==> config.mk <==
export PLATFORM = sky130hd
export DESIGN_NAME = cpz_ctrl
export DESIGN_NICKNAME = d
export VERILOG_FILES = /design/src/rtl/cpz_pkg.sv /design/src/rtl/cpz_ctrl.sv
export SDC_FILE = /design/constraint.sdc
export NUM_CORES = 1
export LEC_CHECK = 0
export ABC_CLOCK_PERIOD_IN_PS = 3490
export BUFFER_PORTS_ARGS = -buffer_cell sky130_fd_sc_hd__buf_2
export CORE_MARGIN = 2
export CORE_UTILIZATION = 55
export CTS_BUF_LIST = sky130_fd_sc_hd__clkbuf_4
export DETAILED_ROUTE_END_ITERATION = 16
export GPL_TIMING_DRIVEN = 0
export PLACE_DENSITY = 0.89
export SKIP_CTS_REPAIR_TIMING = 1
export SYNTH_ARGS = -nofsm -noshare
export SYNTH_HDL_FRONTEND = slang
export SYNTH_SLANG_ARGS = --single-unit
==> constraint.sdc <==
create_clock -name clk_i -period 3.49 [get_ports clk_i]
set_input_delay 0.1745 -clock clk_i [delete_from_list [all_inputs] [get_ports clk_i]]
set_output_delay 0.1745 -clock clk_i [all_outputs]
set_load 0.1 [all_outputs]
==> src/rtl/cpz_pkg.sv <==
// Package for the camera pan/zoom/clamp unit: beat types, datapath op codes,
// controller states and shared constants. No dependencies.
`timescale 1ns / 1ps
`default_nettype none
package cpz_pkg;

  localparam int unsigned PIX_PER_UNIT = 32;

  localparam logic [1:0] CMD_PAN   = 2'd0;
  localparam logic [1:0] CMD_ZOOM  = 2'd1;
  localparam logic [1:0] CMD_QUERY = 2'd2;
  localparam logic [1:0] CMD_NOP   = 2'd3;

  localparam logic [2:0] REG_CLAMP_EN = 3'd0;
  localparam logic [2:0] REG_WMIN_X   = 3'd1;
  localparam logic [2:0] REG_WMAX_X   = 3'd2;
  localparam logic [2:0] REG_WMIN_Y   = 3'd3;
  localparam logic [2:0] REG_WMAX_Y   = 3'd4;
  localparam logic [2:0] REG_ZOOM_MIN = 3'd5;
  localparam logic [2:0] REG_ZOOM_MAX = 3'd6;
  localparam logic [2:0] REG_VIEWPORT = 3'd7;

  localparam logic [15:0] ZOOM_ONE       = 16'd256;
  localparam logic [15:0] ZOOM_MIN_RST   = 16'd64;
  localparam logic [15:0] ZOOM_MAX_RST   = 16'd1024;
  localparam logic [31:0] VIEWPORT_RST   = 32'd39322400;

  typedef struct packed {
    logic [1:0]         cmd;
    logic signed [31:0] arg_x;
    logic signed [31:0] arg_y;
    logic [15:0]        zoom_factor;
  } in_beat_t;

  typedef struct packed {
    logic signed [31:0] pos_x;
    logic signed [31:0] pos_y;
    logic [15:0]        zoom_now;
    logic signed [31:0] world_x;
    logic signed [31:0] world_y;
  } out_beat_t;

  typedef enum logic [4:0] {
    OP_NONE,
    OP_LOAD,
    OP_PAN,
    OP_ZPROD,
    OP_ZSAT,
    OP_ZX_SET,
    OP_ZX_APPLY,
    OP_ZY_SET,
    OP_ZY_APPLY,
    OP_CX_SET,
    OP_CX_APPLY,
    OP_CY_SET,
    OP_CY_APPLY,
    OP_QX_SET,
    OP_QX_APPLY,
    OP_QY_SET,
    OP_QY_APPLY,
    OP_DIV_GO,
    OP_OUT
  } dp_op_e;

  typedef enum logic [4:0] {
    ST_IDLE,
    ST_PAN,
    ST_ZPROD,
    ST_ZSAT,
    ST_ZX_SET, ST_ZX_GO, ST_ZX_WAIT,
    ST_ZY_SET, ST_ZY_GO, ST_ZY_WAIT,
    ST_CX_SET, ST_CX_GO, ST_CX_WAIT,
    ST_CY_SET, ST_CY_GO, ST_CY_WAIT,
    ST_QX_SET, ST_QX_GO, ST_QX_WAIT,
    ST_QY_SET, ST_QY_GO, ST_QY_WAIT,
    ST_FIN
  } ctrl_state_e;

  typedef struct packed {
    logic [1:0] cmd;
    logic       clamp_en;
    logic       div_done;
    logic       out_busy;
  } dp_status_t;

endpackage
`default_nettype wire

==> src/rtl/cpz_ctrl.sv <==
// Sequencer of the camera unit: walks each command through its datapath
// ops. Depends on cpz_pkg.
`timescale 1ns / 1ps
`default_nettype none
module cpz_ctrl (
  input  wire logic               clk_i,
  input  wire logic               rst_ni,
  input  wire logic               in_valid_i,
  output logic                    in_ready_o,
  input  wire cpz_pkg::dp_status_t st_i,
  output cpz_pkg::dp_op_e         op_o
);
  import cpz_pkg::*;

  ctrl_state_e state_q, state_d;

  always_comb begin
    state_d = state_q;
    case (state_q)
      ST_IDLE: if (in_valid_i) state_d = ST_PAN; // cmd decoded next cycle
      ST_PAN: begin
        case (st_i.cmd)
          CMD_PAN:   state_d = st_i.clamp_en ? ST_CX_SET : ST_FIN;
          CMD_ZOOM:  state_d = ST_ZPROD;
          CMD_QUERY: state_d = ST_QX_SET;
          default:   state_d = ST_FIN;
        endcase
      end
      ST_ZPROD:   state_d = ST_ZSAT;
      ST_ZSAT:    state_d = ST_ZX_SET;
      ST_ZX_SET:  state_d = ST_ZX_GO;
      ST_ZX_GO:   state_d = ST_ZX_WAIT;
      ST_ZX_WAIT: if (st_i.div_done) state_d = ST_ZY_SET;
      ST_ZY_SET:  state_d = ST_ZY_GO;
      ST_ZY_GO:   state_d = ST_ZY_WAIT;
      ST_ZY_WAIT: if (st_i.div_done) state_d = st_i.clamp_en ? ST_CX_SET : ST_FIN;
      ST_CX_SET:  state_d = ST_CX_GO;
      ST_CX_GO:   state_d = ST_CX_WAIT;
      ST_CX_WAIT: if (st_i.div_done) state_d = ST_CY_SET;
      ST_CY_SET:  state_d = ST_CY_GO;
      ST_CY_GO:   state_d = ST_CY_WAIT;
      ST_CY_WAIT: if (st_i.div_done) state_d = ST_FIN;
      ST_QX_SET:  state_d = ST_QX_GO;
      ST_QX_GO:   state_d = ST_QX_WAIT;
      ST_QX_WAIT: if (st_i.div_done) state_d = ST_QY_SET;
      ST_QY_SET:  state_d = ST_QY_GO;
      ST_QY_GO:   state_d = ST_QY_WAIT;
      ST_QY_WAIT: if (st_i.div_done) state_d = ST_FIN;
      ST_FIN:     if (!st_i.out_busy) state_d = ST_IDLE;
      default:    state_d = ST_IDLE;
    endcase
  end

  always_comb begin
    op_o       = OP_NONE;
    in_ready_o = 1'b0;
    case (state_q)
      ST_IDLE: begin
        in_ready_o = 1'b1;
        if (in_valid_i) op_o = OP_LOAD;
      end
      ST_PAN:     if (st_i.cmd == CMD_PAN) op_o = OP_PAN;
      ST_ZPROD:   op_o = OP_ZPROD;
      ST_ZSAT:    op_o = OP_ZSAT;
      ST_ZX_SET:  op_o = OP_ZX_SET;
      ST_ZY_SET:  op_o = OP_ZY_SET;
      ST_CX_SET:  op_o = OP_CX_SET;
      ST_CY_SET:  op_o = OP_CY_SET;
      ST_QX_SET:  op_o = OP_QX_SET;
      ST_QY_SET:  op_o = OP_QY_SET;
      ST_ZX_GO, ST_ZY_GO, ST_CX_GO, ST_CY_GO, ST_QX_GO, ST_QY_GO: op_o = OP_DIV_GO;
      ST_ZX_WAIT: if (st_i.div_done) op_o = OP_ZX_APPLY;
      ST_ZY_WAIT: if (st_i.div_done) op_o = OP_ZY_APPLY;
      ST_CX_WAIT: if (st_i.div_done) op_o = OP_CX_APPLY;
      ST_CY_WAIT: if (st_i.div_done) op_o = OP_CY_APPLY;
      ST_QX_WAIT: if (st_i.div_done) op_o = OP_QX_APPLY;
      ST_QY_WAIT: if (st_i.div_done) op_o = OP_QY_APPLY;
      ST_FIN:     if (!st_i.out_busy) op_o = OP_OUT;
      default:    op_o = OP_NONE;
    endcase
  end

  always_ff @(posedge clk_i or negedge rst_ni) begin
    if (!rst_ni) begin
      state_q <= ST_IDLE;
    end else begin
      state_q <= state_d;
    end
  end

endmodule
`default_nettype wire

==> results by group <==
Status
  • Outcome: completed

Yosys
  • Synthesized area: 818 um2
  • Area contributors post-synth: dfrtp_1, a21oi_1, nand2_1, o21ai_0, nor2_1
  • Share of async-settable or async-resettable flops after synthesis: 100%
  • Cell with the most instances after synthesis: a21oi_1
  • Post-synthesis sequential area ratio: 15.3%
  • Cell taking the most area after synthesis: dfrtp_1
  • Number of flops mapped to enable cells by yosys: 0
  • Yosys reg bits: 5
  • Synth unique cells: 46
  • Yosys warnings: 0
  • Synth top area share: 15.3%
  • Top_reg_cell synth: dfrtp_1
  • Synth Instances: 122
  • Syn Area/Cell: 6.71 um2
  • Syn nets: 130
  • Commonest cells in the netlist: a21oi_1, nand2_1, nor2_1

Timing
  • Worst Tran Pin Value: 483 ps
  • Clk_skew: 3.55 ps
  • Final worst slack: 969 ps
  • Final Setup Violations: 0
  • Post-Route Setup TNS: 0 ps
  • Crit share post-route: 72.2%
  • Fin. Hold Viols: 0
  • FMAX: 0.397 GHz
  • RSZ-0062 raised after global routing: false
  • Relative slew margins: 67.8%
  • Fin Hold WS: 257 ps
  • Slew Viols, Final: 0
  • Final Critical Period: 2520 ps

Route
  • Post-DR wirelength/cell: 14.9 um
  • Met1 wire length: 1.00 mm
  • Uppermost layer routed: met4
  • Met3 Routed Length: 203 um
  • Drt drc: 0
  • Wirelength, routed: 2.30 mm
  • Final ANT Viol Nets: 0
  • Iteration-0 DRC Markers: 64
  • Drt via density: 6.51
  • Met2 wire length: 1.07 mm
  • Vias: 1002
  • First-pass detailed-route iteration total: 4

Flow run
  • MaxCap Viol Count: 0

Floorplanning
  • Die Span X: 42.6 um
  • Row cnt: 13
  • Num ports: 14
  • Starting Density: 60.6%
  • Die height: 42.6 um
  • Floorplan core area: 0.00135 mm2
  • Die Area: 0.00181 mm2

Setup path
  • Worst EP arrival: 2350 ps
  • CP delay by family, top: buffers and inverters
  • Most common cell on crit path: clkbuf_1
  • Setup crit end kind: output pin
  • Slowest stage cell, crit path: buf_2
  • Crit Path Category: reg -> out
  • Required time worst endpoint: 3320 ps
  • CP Max Fanout: 10
  • Critical path's largest stage delay: 440 ps
  • Crit start category: flip-flop
  • Critical path, cell by cell: clkbuf_1 > clkbuf_1 > nand2_1 > a21oi_1 > a31oi_1 > o22ai_1 > buf_2
  • Buffer and inverter count on the worst path: 3

Clock network
  • CTS tree: done
  • H-tree depth: 1
  • Largest buffer count on any clock path: 2
  • Clk_lat worst skew: 250 ps
  • Clk sink count: 5
  • Reg clk slew, reported paths: 50 ps
  • CTS buffer count: 3
  • Clock Root Buffer: clkbuf_4

Placement
  • PortBufs: 12
  • Placer congestion estimate: 0.953
  • Post-DP HPWL: 1.68 mm
  • Post-DP Area: 905 um2
  • DP Worst Slack: 1270 ps

Finish
  • Total Nets Final: 148
  • Final Cell Area: 945 um2
  • Layout cells sized above 1: 18.0%
  • Largest register by flop count: state_q
  • Top Registers: state_q (5)
  • Max FFs per register: 5
  • Layout Area Growth over Synthesis: 15.4%
  • Ant diodes: 0

Global routing
  • Tot GR Track Use: 27.3%
  • Initial antenna violation count: 0
  • Number of global-route vias before repair: 886
  • First-pass GRT wire length: 3.87 mm
  • Largest net degree at the start of global routing: 11
  • Grt total ovfl: 0

Min path
  • HP Class: in -> async
## worst register-to-register path, delay by kind of cell, from the launching register on
kind | cells | cell delay (ps)
buf+inv | 2 | 340
flops | 1 | 440
compound gates | 3 | 550
simple gates | 2 | 400
## through the flow
step           std cells  utilization (%)
2_1_floorplan        122                -
3_3_place_gp         149             67.0
3_5_place_dp         149             67.0
4_1_cts              153             69.2
5_1_grt              154             70.0
6_report             154             70.0
## cell type report
class / instances / area, um2
Multi-Input combinational cell: 98 / 608
Fill cell: 117 / 405
Sequential cell: 5 / 125
Buffer: 14 / 73.8
Timing Repair Buffer: 13 / 70.1
Clock buffer: 4 / 30.0
Inverter: 5 / 18.8
Tap cell: 15 / 18.8
## layout by cell type, fill, tap and decap left out, types with 2 or more instances in the layout
master and count:
clkbuf_1 8, o32ai_1 2, a22oi_1 2, a21oi_1 14, buf_2 14, buf_6 2
o21ai_0 8, nor3_1 4, nand3_1 2, a31oi_1 4, o21ai_1 3, dfrtp_1 5
xnor2_1 2, nor2b_1 5, nor2_1 10, clkbuf_4 4, inv_1 3, nand2b_1 3
nor4b_1 2, o22a_1 2, nand2_1 11, nor3b_1 2
## kinds of logic after synthesis
family / count (synthesis) / share of synthesized area [%]
simple gates: 46 / 30.3
flops: 5 / 15.3
xor+xnor: 2 / 2.14
compound gates: 50 / 41.0
buf+inv: 19 / 11.3
## worst paths after layout
kind | to | slack [ps] | depth (start not counted) | from
worst max-delay path | op_o[3] | 970 | 7 | state_q[2]
worst min-delay path | state_q[2] | 260 | 2 | rst_ni
worst max register to register | state_q[4] | 1650 | 7 | state_q[1]
worst min register to register | state_q[4] | 900 | 3 | state_q[4]
max in group asynchronous | state_q[3] | 3100 | 2 | rst_ni
min in group clk_i | state_q[1] | 410 | 4 | st_i[3]
## routing by layer
metal	GRT usage (%)	vias to the layer above
met4	6.25	0
met1	37.2	453
met5	0	-
li1	-	487
met2	43.1	58
met3	6.90	4
Power is left out: the tool's default activity adds up to more than one toggle a clock period on the data nets, which glitch-free logic cannot reach.
